### src/pag_pkg.sv
// ----------------------------------------------------------------------------
// pag_pkg
// Shared types, constants and helpers for the polygon axis grow block.
// ----------------------------------------------------------------------------
package pag_pkg;

    // Coordinate narrowing width and output coordinate width
    localparam int COORD_WIDTH = 32;
    localparam int OUT_W       = 32;
    localparam int IN_W        = 31;
    localparam int NARROW_W    = (COORD_WIDTH < OUT_W) ? COORD_WIDTH : OUT_W;

    // Edge queue between front and back
    localparam int QUEUE_DEPTH = 4;
    localparam int QPTR_W      = $clog2(QUEUE_DEPTH);
    localparam int QCNT_W      = $clog2(QUEUE_DEPTH + 1);

    // Configuration register indexes
    localparam logic REG_SHIFT_AMOUNT = 1'b0;
    localparam logic REG_GROW_SIDE    = 1'b1;

    // Side to grow
    typedef enum logic [1:0] {
        SIDE_LEFT   = 2'd0,
        SIDE_RIGHT  = 2'd1,
        SIDE_BOTTOM = 2'd2,
        SIDE_TOP    = 2'd3
    } side_t;

    // One classified, shifted edge
    typedef struct packed {
        logic                    start;
        logic signed [OUT_W-1:0] px;
        logic signed [OUT_W-1:0] py;
        logic signed [OUT_W-1:0] cx;
        logic signed [OUT_W-1:0] cy;
    } edge_t;

    // Wrap to the coordinate width, then sign-extend to the output width
    function automatic logic signed [OUT_W-1:0] narrow(input logic signed [OUT_W-1:0] v);
        logic signed [OUT_W-1:0] t;
        t = v <<< (OUT_W - NARROW_W);
        return t >>> (OUT_W - NARROW_W);
    endfunction

endpackage

### src/pag_front.sv
// ----------------------------------------------------------------------------
// pag_front
// Holds the configuration, classifies each edge by direction and side, and
// applies the shift to the affected endpoints before queueing the item.
// ----------------------------------------------------------------------------
module pag_front
    import pag_pkg::*;
(
    input  logic                  clk,
    input  logic                  rst_n,
    input  logic                  cfg_we,
    input  logic                  cfg_index,
    input  logic [IN_W-1:0]       cfg_data,
    input  logic                  starts_polygon,
    input  logic signed [IN_W-1:0] prev_x,
    input  logic signed [IN_W-1:0] prev_y,
    input  logic signed [IN_W-1:0] cur_x,
    input  logic signed [IN_W-1:0] cur_y,
    output edge_t                 edge_out
);

    logic signed [OUT_W-1:0] shift_reg;
    logic signed [OUT_W-1:0] neg_shift_reg;
    side_t                   side_reg;

    logic signed [OUT_W-1:0] shift_next;
    logic signed [OUT_W-1:0] delta;
    logic signed [OUT_W-1:0] px32, py32, cx32, cy32;
    logic                    lt_x, gt_x, eq_x, lt_y, gt_y, eq_y;
    logic                    mv_prev, mv_cur;

    // Configuration writes; the negated amount is kept ready for left and bottom
    assign shift_next = {cfg_data[IN_W-1], cfg_data};

    always_ff @(posedge clk or negedge rst_n)
    begin
        if (!rst_n)
        begin
            shift_reg     <= '0;
            neg_shift_reg <= '0;
            side_reg      <= SIDE_LEFT;
        end
        else if (cfg_we)
        begin
            if (cfg_index == REG_SHIFT_AMOUNT)
            begin
                shift_reg     <= shift_next;
                neg_shift_reg <= -shift_next;
            end
            else
            begin
                side_reg <= side_t'(cfg_data[1:0]);
            end
        end
    end

    // Edge direction
    assign lt_x = cur_x < prev_x;
    assign gt_x = cur_x > prev_x;
    assign eq_x = cur_x == prev_x;
    assign lt_y = cur_y < prev_y;
    assign gt_y = cur_y > prev_y;
    assign eq_y = cur_y == prev_y;

    // Which endpoints move
    always_comb
    begin
        mv_prev = 1'b0;
        mv_cur  = 1'b0;
        unique case (side_reg)
            SIDE_LEFT:
            begin
                mv_prev = lt_y || (eq_y && gt_x);
                mv_cur  = lt_y || (eq_y && lt_x);
            end
            SIDE_RIGHT:
            begin
                mv_prev = gt_y || (eq_y && lt_x);
                mv_cur  = gt_y || (eq_y && gt_x);
            end
            SIDE_BOTTOM:
            begin
                mv_prev = gt_x || (eq_x && gt_y);
                mv_cur  = gt_x || (eq_x && lt_y);
            end
            SIDE_TOP:
            begin
                mv_prev = lt_x || (eq_x && lt_y);
                mv_cur  = lt_x || (eq_x && gt_y);
            end
            default:
            begin
                mv_prev = 1'b0;
                mv_cur  = 1'b0;
            end
        endcase
    end

    // Shift along the selected axis
    assign delta = side_reg[0] ? shift_reg : neg_shift_reg;
    assign px32  = {prev_x[IN_W-1], prev_x};
    assign py32  = {prev_y[IN_W-1], prev_y};
    assign cx32  = {cur_x[IN_W-1], cur_x};
    assign cy32  = {cur_y[IN_W-1], cur_y};

    always_comb
    begin
        edge_out.start = starts_polygon;
        if (side_reg[1])
        begin
            edge_out.px = narrow(px32);
            edge_out.cx = narrow(cx32);
            edge_out.py = narrow(mv_prev ? py32 + delta : py32);
            edge_out.cy = narrow(mv_cur ? cy32 + delta : cy32);
        end
        else
        begin
            edge_out.px = narrow(mv_prev ? px32 + delta : px32);
            edge_out.cx = narrow(mv_cur ? cx32 + delta : cx32);
            edge_out.py = narrow(py32);
            edge_out.cy = narrow(cy32);
        end
    end

endmodule

### src/pag_queue.sv
// ----------------------------------------------------------------------------
// pag_queue
// Short edge queue that decouples the front from the back.
// ----------------------------------------------------------------------------
module pag_queue
    import pag_pkg::*;
(
    input  logic  clk,
    input  logic  rst_n,
    input  logic  push,
    input  edge_t push_data,
    output logic  full,
    input  logic  pop,
    output edge_t head,
    output logic  empty
);

    edge_t             q_mem_reg [QUEUE_DEPTH];
    logic [QPTR_W-1:0] wr_ptr_reg, wr_ptr_next;
    logic [QPTR_W-1:0] rd_ptr_reg, rd_ptr_next;
    logic [QCNT_W-1:0] count_reg, count_next;
    logic              do_push, do_pop;

    assign full    = count_reg == QCNT_W'(QUEUE_DEPTH);
    assign empty   = count_reg == '0;
    assign do_push = push && !full;
    assign do_pop  = pop && !empty;
    assign head    = q_mem_reg[rd_ptr_reg];

    // Pointer and fill count
    always_comb
    begin
        wr_ptr_next = wr_ptr_reg;
        rd_ptr_next = rd_ptr_reg;
        count_next  = count_reg;
        if (do_push)
        begin
            wr_ptr_next = (wr_ptr_reg == QPTR_W'(QUEUE_DEPTH - 1)) ? '0 : wr_ptr_reg + 1'b1;
        end
        if (do_pop)
        begin
            rd_ptr_next = (rd_ptr_reg == QPTR_W'(QUEUE_DEPTH - 1)) ? '0 : rd_ptr_reg + 1'b1;
        end
        if (do_push && !do_pop)
        begin
            count_next = count_reg + 1'b1;
        end
        else if (do_pop && !do_push)
        begin
            count_next = count_reg - 1'b1;
        end
    end

    always_ff @(posedge clk or negedge rst_n)
    begin
        if (!rst_n)
        begin
            wr_ptr_reg <= '0;
            rd_ptr_reg <= '0;
            count_reg  <= '0;
        end
        else
        begin
            wr_ptr_reg <= wr_ptr_next;
            rd_ptr_reg <= rd_ptr_next;
            count_reg  <= count_next;
        end
    end

    // Entry storage
    always_ff @(posedge clk)
    begin
        if (do_push)
        begin
            q_mem_reg[wr_ptr_reg] <= push_data;
        end
    end

`ifndef SYNTHESIS
    a_count_range: assert property (@(posedge clk) disable iff (!rst_n)
        count_reg <= QCNT_W'(QUEUE_DEPTH))
        else $error("queue count out of range");
    a_no_push_full: assert property (@(posedge clk) disable iff (!rst_n)
        full && !do_pop |=> full)
        else $error("queue lost an entry while full");
    a_ptr_gap: assert property (@(posedge clk) disable iff (!rst_n)
        QPTR_W'(wr_ptr_reg - rd_ptr_reg) == QPTR_W'(count_reg))
        else $error("queue pointers disagree with count");
`endif

endmodule

### src/pag_back.sv
// ----------------------------------------------------------------------------
// pag_back
// Compares shifted edges against the emission history and delivers zero,
// one or two vertices per edge through a registered output.
// ----------------------------------------------------------------------------
module pag_back
    import pag_pkg::*;
(
    input  logic                    clk,
    input  logic                    rst_n,
    input  edge_t                   head,
    input  logic                    empty,
    output logic                    pop,
    output logic                    out_valid,
    input  logic                    out_stall,
    output logic signed [OUT_W-1:0] out_x,
    output logic signed [OUT_W-1:0] out_y,
    output logic                    run_last
);

    logic                    have_emitted_reg, have_emitted_next;
    logic signed [OUT_W-1:0] first_x_reg, first_x_next;
    logic signed [OUT_W-1:0] first_y_reg, first_y_next;
    logic signed [OUT_W-1:0] recent_x_reg, recent_x_next;
    logic signed [OUT_W-1:0] recent_y_reg, recent_y_next;
    logic                    pend_valid_reg, pend_valid_next;
    logic signed [OUT_W-1:0] pend_x_reg, pend_x_next;
    logic signed [OUT_W-1:0] pend_y_reg, pend_y_next;
    logic                    out_valid_reg, out_valid_next;
    logic signed [OUT_W-1:0] out_x_reg, out_x_next;
    logic signed [OUT_W-1:0] out_y_reg, out_y_next;
    logic                    out_last_reg, out_last_next;

    logic                    slot_free;
    logic                    start_eff;
    logic                    emit_prev, emit_cur;
    logic signed [OUT_W-1:0] first_x_eff, first_y_eff;

    assign slot_free = !out_valid_reg || !out_stall;
    assign pop       = slot_free && !pend_valid_reg && !empty;

    // Emission decisions for the head item
    assign start_eff   = head.start || !have_emitted_reg;
    assign emit_prev   = start_eff || head.px != recent_x_reg || head.py != recent_y_reg;
    assign first_x_eff = start_eff ? head.px : first_x_reg;
    assign first_y_eff = start_eff ? head.py : first_y_reg;
    assign emit_cur    = (head.cx != first_x_eff || head.cy != first_y_eff) &&
                         (head.cx != head.px || head.cy != head.py);

    // History, pending vertex and output register
    always_comb
    begin
        have_emitted_next = have_emitted_reg;
        first_x_next      = first_x_reg;
        first_y_next      = first_y_reg;
        recent_x_next     = recent_x_reg;
        recent_y_next     = recent_y_reg;
        pend_valid_next   = pend_valid_reg;
        pend_x_next       = pend_x_reg;
        pend_y_next       = pend_y_reg;
        out_valid_next    = out_valid_reg;
        out_x_next        = out_x_reg;
        out_y_next        = out_y_reg;
        out_last_next     = out_last_reg;

        if (slot_free)
        begin
            out_valid_next = 1'b0;
            if (pend_valid_reg)
            begin
                // second vertex of a two-vertex edge
                out_valid_next  = 1'b1;
                out_x_next      = pend_x_reg;
                out_y_next      = pend_y_reg;
                out_last_next   = 1'b1;
                pend_valid_next = 1'b0;
            end
            else if (pop)
            begin
                have_emitted_next = 1'b1;
                first_x_next      = first_x_eff;
                first_y_next      = first_y_eff;
                if (emit_prev)
                begin
                    out_valid_next = 1'b1;
                    out_x_next     = head.px;
                    out_y_next     = head.py;
                    out_last_next  = !emit_cur;
                    recent_x_next  = head.px;
                    recent_y_next  = head.py;
                    if (emit_cur)
                    begin
                        pend_valid_next = 1'b1;
                        pend_x_next     = head.cx;
                        pend_y_next     = head.cy;
                    end
                end
                else if (emit_cur)
                begin
                    out_valid_next = 1'b1;
                    out_x_next     = head.cx;
                    out_y_next     = head.cy;
                    out_last_next  = 1'b1;
                end
                if (emit_cur)
                begin
                    recent_x_next = head.cx;
                    recent_y_next = head.cy;
                end
            end
        end
    end

    always_ff @(posedge clk or negedge rst_n)
    begin
        if (!rst_n)
        begin
            have_emitted_reg <= 1'b0;
            first_x_reg      <= '0;
            first_y_reg      <= '0;
            recent_x_reg     <= '0;
            recent_y_reg     <= '0;
            pend_valid_reg   <= 1'b0;
            out_valid_reg    <= 1'b0;
        end
        else
        begin
            have_emitted_reg <= have_emitted_next;
            first_x_reg      <= first_x_next;
            first_y_reg      <= first_y_next;
            recent_x_reg     <= recent_x_next;
            recent_y_reg     <= recent_y_next;
            pend_valid_reg   <= pend_valid_next;
            out_valid_reg    <= out_valid_next;
        end
    end

    // Payload registers
    always_ff @(posedge clk)
    begin
        pend_x_reg   <= pend_x_next;
        pend_y_reg   <= pend_y_next;
        out_x_reg    <= out_x_next;
        out_y_reg    <= out_y_next;
        out_last_reg <= out_last_next;
    end

    assign out_valid = out_valid_reg;
    assign out_x     = out_x_reg;
    assign out_y     = out_y_reg;
    assign run_last  = out_last_reg;

`ifndef SYNTHESIS
    a_pend_has_out: assert property (@(posedge clk) disable iff (!rst_n)
        pend_valid_reg |-> out_valid_reg && !out_last_reg)
        else $error("pending vertex without a first vertex in the output");
    a_no_pop_pend: assert property (@(posedge clk) disable iff (!rst_n)
        pop |-> !pend_valid_reg)
        else $error("edge taken while a vertex is pending");
    a_history_set: assert property (@(posedge clk) disable iff (!rst_n)
        pop |=> have_emitted_reg)
        else $error("history not set after an edge");
`endif

endmodule

### src/polygon_axis_grow_top.sv
// Polygon axis grow: accepts one polygon edge per cycle while in_stall is low
// (previous and current vertex, the wrap edge first) and emits 0 to 2 shifted
// vertices per edge with run_last marking the final vertex of each edge. The
// front classifies and shifts in the accepting cycle and feeds a 4-entry
// queue; the back delivers one vertex per cycle through its output register
// while out_stall is low, and takes no new edge from the queue while the
// second vertex of an edge is still pending. Write the
// configuration only while the block is idle.
// ----------------------------------------------------------------------------
// polygon_axis_grow_top
// Top level: front classifier, edge queue and emission back end.
// ----------------------------------------------------------------------------
module polygon_axis_grow_top
    import pag_pkg::*;
(
    input  logic                    clk,
    input  logic                    rst_n,
    input  logic                    cfg_we,
    input  logic                    cfg_index,
    input  logic [IN_W-1:0]         cfg_data,
    input  logic                    in_valid,
    output logic                    in_stall,
    input  logic                    starts_polygon,
    input  logic signed [IN_W-1:0]  prev_x,
    input  logic signed [IN_W-1:0]  prev_y,
    input  logic signed [IN_W-1:0]  cur_x,
    input  logic signed [IN_W-1:0]  cur_y,
    output logic                    out_valid,
    input  logic                    out_stall,
    output logic signed [OUT_W-1:0] out_x,
    output logic signed [OUT_W-1:0] out_y,
    output logic                    run_last
);

    edge_t front_edge;
    edge_t q_head;
    logic  q_full, q_empty, q_pop;

    assign in_stall = q_full;

    pag_front u_front (
        .clk            (clk),
        .rst_n          (rst_n),
        .cfg_we         (cfg_we),
        .cfg_index      (cfg_index),
        .cfg_data       (cfg_data),
        .starts_polygon (starts_polygon),
        .prev_x         (prev_x),
        .prev_y         (prev_y),
        .cur_x          (cur_x),
        .cur_y          (cur_y),
        .edge_out       (front_edge)
    );

    pag_queue u_queue (
        .clk       (clk),
        .rst_n     (rst_n),
        .push      (in_valid),
        .push_data (front_edge),
        .full      (q_full),
        .pop       (q_pop),
        .head      (q_head),
        .empty     (q_empty)
    );

    pag_back u_back (
        .clk       (clk),
        .rst_n     (rst_n),
        .head      (q_head),
        .empty     (q_empty),
        .pop       (q_pop),
        .out_valid (out_valid),
        .out_stall (out_stall),
        .out_x     (out_x),
        .out_y     (out_y),
        .run_last  (run_last)
    );

endmodule
### config.mk
export PLATFORM = sky130hd
export DESIGN_NAME = polygon_axis_grow_top
export DESIGN_NICKNAME = d
export VERILOG_FILES = /design/src/pag_pkg.sv /design/src/pag_front.sv /design/src/pag_queue.sv /design/src/pag_back.sv /design/src/polygon_axis_grow_top.sv
export SDC_FILE = /design/constraint.sdc
export NUM_CORES = 2
export LEC_CHECK = 0
export BUFFER_PORTS_ARGS = -buffer_cell sky130_fd_sc_hd__buf_2
export CAP_MARGIN = 20
export CORE_ASPECT_RATIO = 0.5
export CORE_UTILIZATION = 50
export CTS_BUF_LIST = sky130_fd_sc_hd__clkbuf_2 sky130_fd_sc_hd__clkbuf_4 sky130_fd_sc_hd__clkbuf_8
export DETAILED_ROUTE_END_ITERATION = 12
export PLACE_DENSITY = 0.77
export SYNTH_ARGS = -nofsm -noshare
export SYNTH_HDL_FRONTEND = slang
export SYNTH_HIERARCHICAL = 1
export SYNTH_SLANG_ARGS = --single-unit
### constraint.sdc
create_clock -name clk -period 9.3 [get_ports clk]
set_input_delay 0.93 -clock clk [delete_from_list [all_inputs] [get_ports clk]]
set_output_delay 0.93 -clock clk [all_outputs]
set_load 0.005 [all_outputs]
==> results.cfg <==
[pwr]
pwr-share-seq_pct = 36.5
p_switching_mw = 7.09
peakVddDrop_mv = 0.200
power_mw = 16.9
p_int_mw = 9.77
powerDensity_nw_per_um2 = 329
p_leak_nw = 19.3
combPwrFrac_pct = 45.2
clkPwrFrac_pct = 18.3
switching_share_pct = 42.0

[clocking]
cts_inserted_buffers = 115
cts-resized-gates = 0
tritoncts = yes
cts-root-buf = clkbuf_8
cts_setup_buffers = 0
clock_sinks = 847
path_clk_slew_ps = 70
clk_latency_ps = 790
ctsLongestPathBuffers = 3
htreeDepth = 3
cts_hold_repair.buffers = 0

[routing]
post-route-drc-count = 0
drtIter0Drc = 4504
firstDrtPassIters = 6
via_count = 33600
ant_nets = 0
wl_um = 146000
routedWlPerCell_um = 27.7
viasPerCell = 6.35

[floorplanning]
die_x_um = 432
row_count = 78
die_area_um2 = 94000
ios = 229
die_h_um = 217
initial_core_util_pct = 50.8
core_area_um2 = 91300

[setup_path]
required_ps = 9930
cp_max_fo = 59
endpoint_kind = register
critPathKind = reg -> reg
cp.arrival_ps = 6990
startpoint_type = register

[logic_synthesis]
ys_async_sr_fraction_pct = 23.8
synth_area_leaders = edfxtp_1 42%, dfrtp_1 11%, mux4_2 6.3%, ha_1 5.2%, nand2_1 3.7%
synthesis.instances = 3702
yosysSeqAreaShare_pct = 52.7
yosysWarnings = 6
avgSynthCellArea_um2 = 12.5
ys_types = 94
ys.flop_type = edfxtp_1
synth.largest_area_cell = edfxtp_1
synth_nets = 4062
synth-seq-cells = 847
synth-edff-count = 645
synth_area_um2 = 46300
synth_top_area_share_pct = 41.8

[placed_design]
io_buffers = 228
place_congestion = 1.03
dpl_cell_area_um2 = 48700
placed_cells = 5052
post-dp-hpwl_um = 106000

[cells_and_area]
largest_register_ff_count = 516
layoutNonFillerInstCount = 5287
final_cell_area_um2 = 51300
fin_nets = 4298
fillers = 7245
drive_gt1_share_pct = 20.5
syn2layout_area_growth_pct = 10.7

[global_routing]
grt_max_degree = 95
overflow = 0
grt_util_all_layers_pct = 30.9
antenna_found_initial = 16
grt_pass1_wl_um = 211000
grt_pass1_vias = 31700

[worst_hold_path]
min_path_type = in -> async

[sta]
period_minus_slack_ps = 6360
relSlewSlack_pct = 16.2
setup_tns_ps = 0
hold_violations = 0
fin_crit_sh_pct = 68.4
grt_setup_unrepaired = false
report.final.slew_viol_count = 0
tightestPinTransition_ps = 1240
setup_violations = 0
fmax_ghz = 0.157
skew_ps = 72.0

[status]
outcome = finished, final reports clean

[flow_run]
cap_violations = 0
## critical path: stages, from the launching register on
cell,delay [ps]
dfrtp_4,990
buf_4,640
mux4_2,500
xor2_1,200
nor4_1,700
nand3_1,220
a221oi_1,400
or4b_1,540
nor4_4,140
buf_4,380
or2_2,500
buf_4,660
o221ai_1,240
## final timing paths
check	from	cells past startpoint	slack, ps	endpoint
min in group clk	cfg_data[30]	2	390	u_front/neg_shift_reg[31]
min reg2reg	u_front/neg_shift_reg[14]	2	480	u_front/neg_shift_reg[14]
min	rst_n	1	210	u_queue/count_reg[0]
max in group asynchronous	rst_n	2	7530	u_front/side_reg[0]
max	u_queue/rd_ptr_reg[1]	12	2940	u_back/recent_x_reg[17]
max reg2reg	u_queue/rd_ptr_reg[1]	12	2940	u_back/recent_x_reg[17]
## power groups by stage
stage	clock network, mW	registers [mW]	logic (mW)
floorplan	0	6.03	4.72
CTS	3.10	6.15	7.38
global route	3.28	6.25	7.94
finish	3.08	6.16	7.62
global placement	0	6.16	7.23
detailed placement	0	6.22	7.35
## stage by stage
stage | util (%) | hold WS [ps] | worst slack (ps)
floorplan | - | 446 | 861
global placement | 53.3 | 456 | 3220
detailed placement | 53.4 | 467 | 3190
CTS | 56.1 | 256 | 3190
global route | 56.2 | 235 | 2930
finish | 56.2 | 205 | 2940
## Yosys cell counts, drive strengths merged, types with 9 or more instances
master and count:
edfxtp 645, nand2 455, o21ai 260, dfrtp 202
ha 193, inv 164, xnor2 141, mux2 139
mux4 129, xor2 126, a21oi 122, mux2i 94
clkbuf 92, nor2 91, buf 80, a2bb2o 64
o211ai 63, a21o 51, nand3b 48, nor3 44
nand4 38, nand3 34, or3 32, nand2b 29
nor4 29, o311ai 25, a211oi 24, and2 20
o21a 20, nor2b 17, o22ai 17, o221ai 15
a221oi 14, o21bai 14, o31ai 14, a31oi 12
o2111ai 12, or4 11, or2 10, and3 9
## placed cells by master, fill, tap and decap left out, types with 34 or more instances in the layout
master and count:
nand2_1 454, o211ai_1 61, nand3b_1 48, a21o_1 51, clkbuf_4 34, a2bb2o_4 41, mux4_2 129, a21oi_1 122
nand4_1 37, buf_2 228, nor3_1 41, inv_1 164, nand3_1 34, o21ai_0 252, ha_1 193, dfrtp_1 198
xnor2_1 141, mux2_2 119, nor2_1 91, edfxtp_1 645, xor2_1 126, clkbuf_8 128, mux2i_1 93, buf_4 55
## logic make-up after synthesis
kind of cell    count (synthesis)  share of synthesized area [%]
simple gates                  891                           9.32
xor+xnor                      267                           5.05
compound gates                800                           12.6
flops                         847                           52.7
buf+inv                       337                           3.24
fa+ha+maj                     198                           5.43
mux                           362                           11.7
## metal layers
metal / vias up / GRT usage [%] / wire, µm
met4: 12 / 10.3 / 4800
met2: 2069 / 43.9 / 61700
li1: 14500 / - / -
met3: 272 / 9.92 / 18900
met5: - / 0 / 82
met1: 16700 / 44.6 / 61000
## layout make-up
type / instances / area [µm²] / area share [%]
Antenna cell: 8 / 20.0 / 0.0390
Clock buffer: 156 / 1970 / 3.83
Clock inverter: 62 / 539 / 1.05
Inverter: 165 / 619 / 1.21
Multi-Input combinational cell: 2518 / 20500 / 40.0
Sequential cell: 847 / 24400 / 47.7
Tap cell: 1240 / 1550 / 3.03
Timing Repair Buffer: 291 / 1640 / 3.19
No activity file was read; power rests on OpenSTA's default activity.
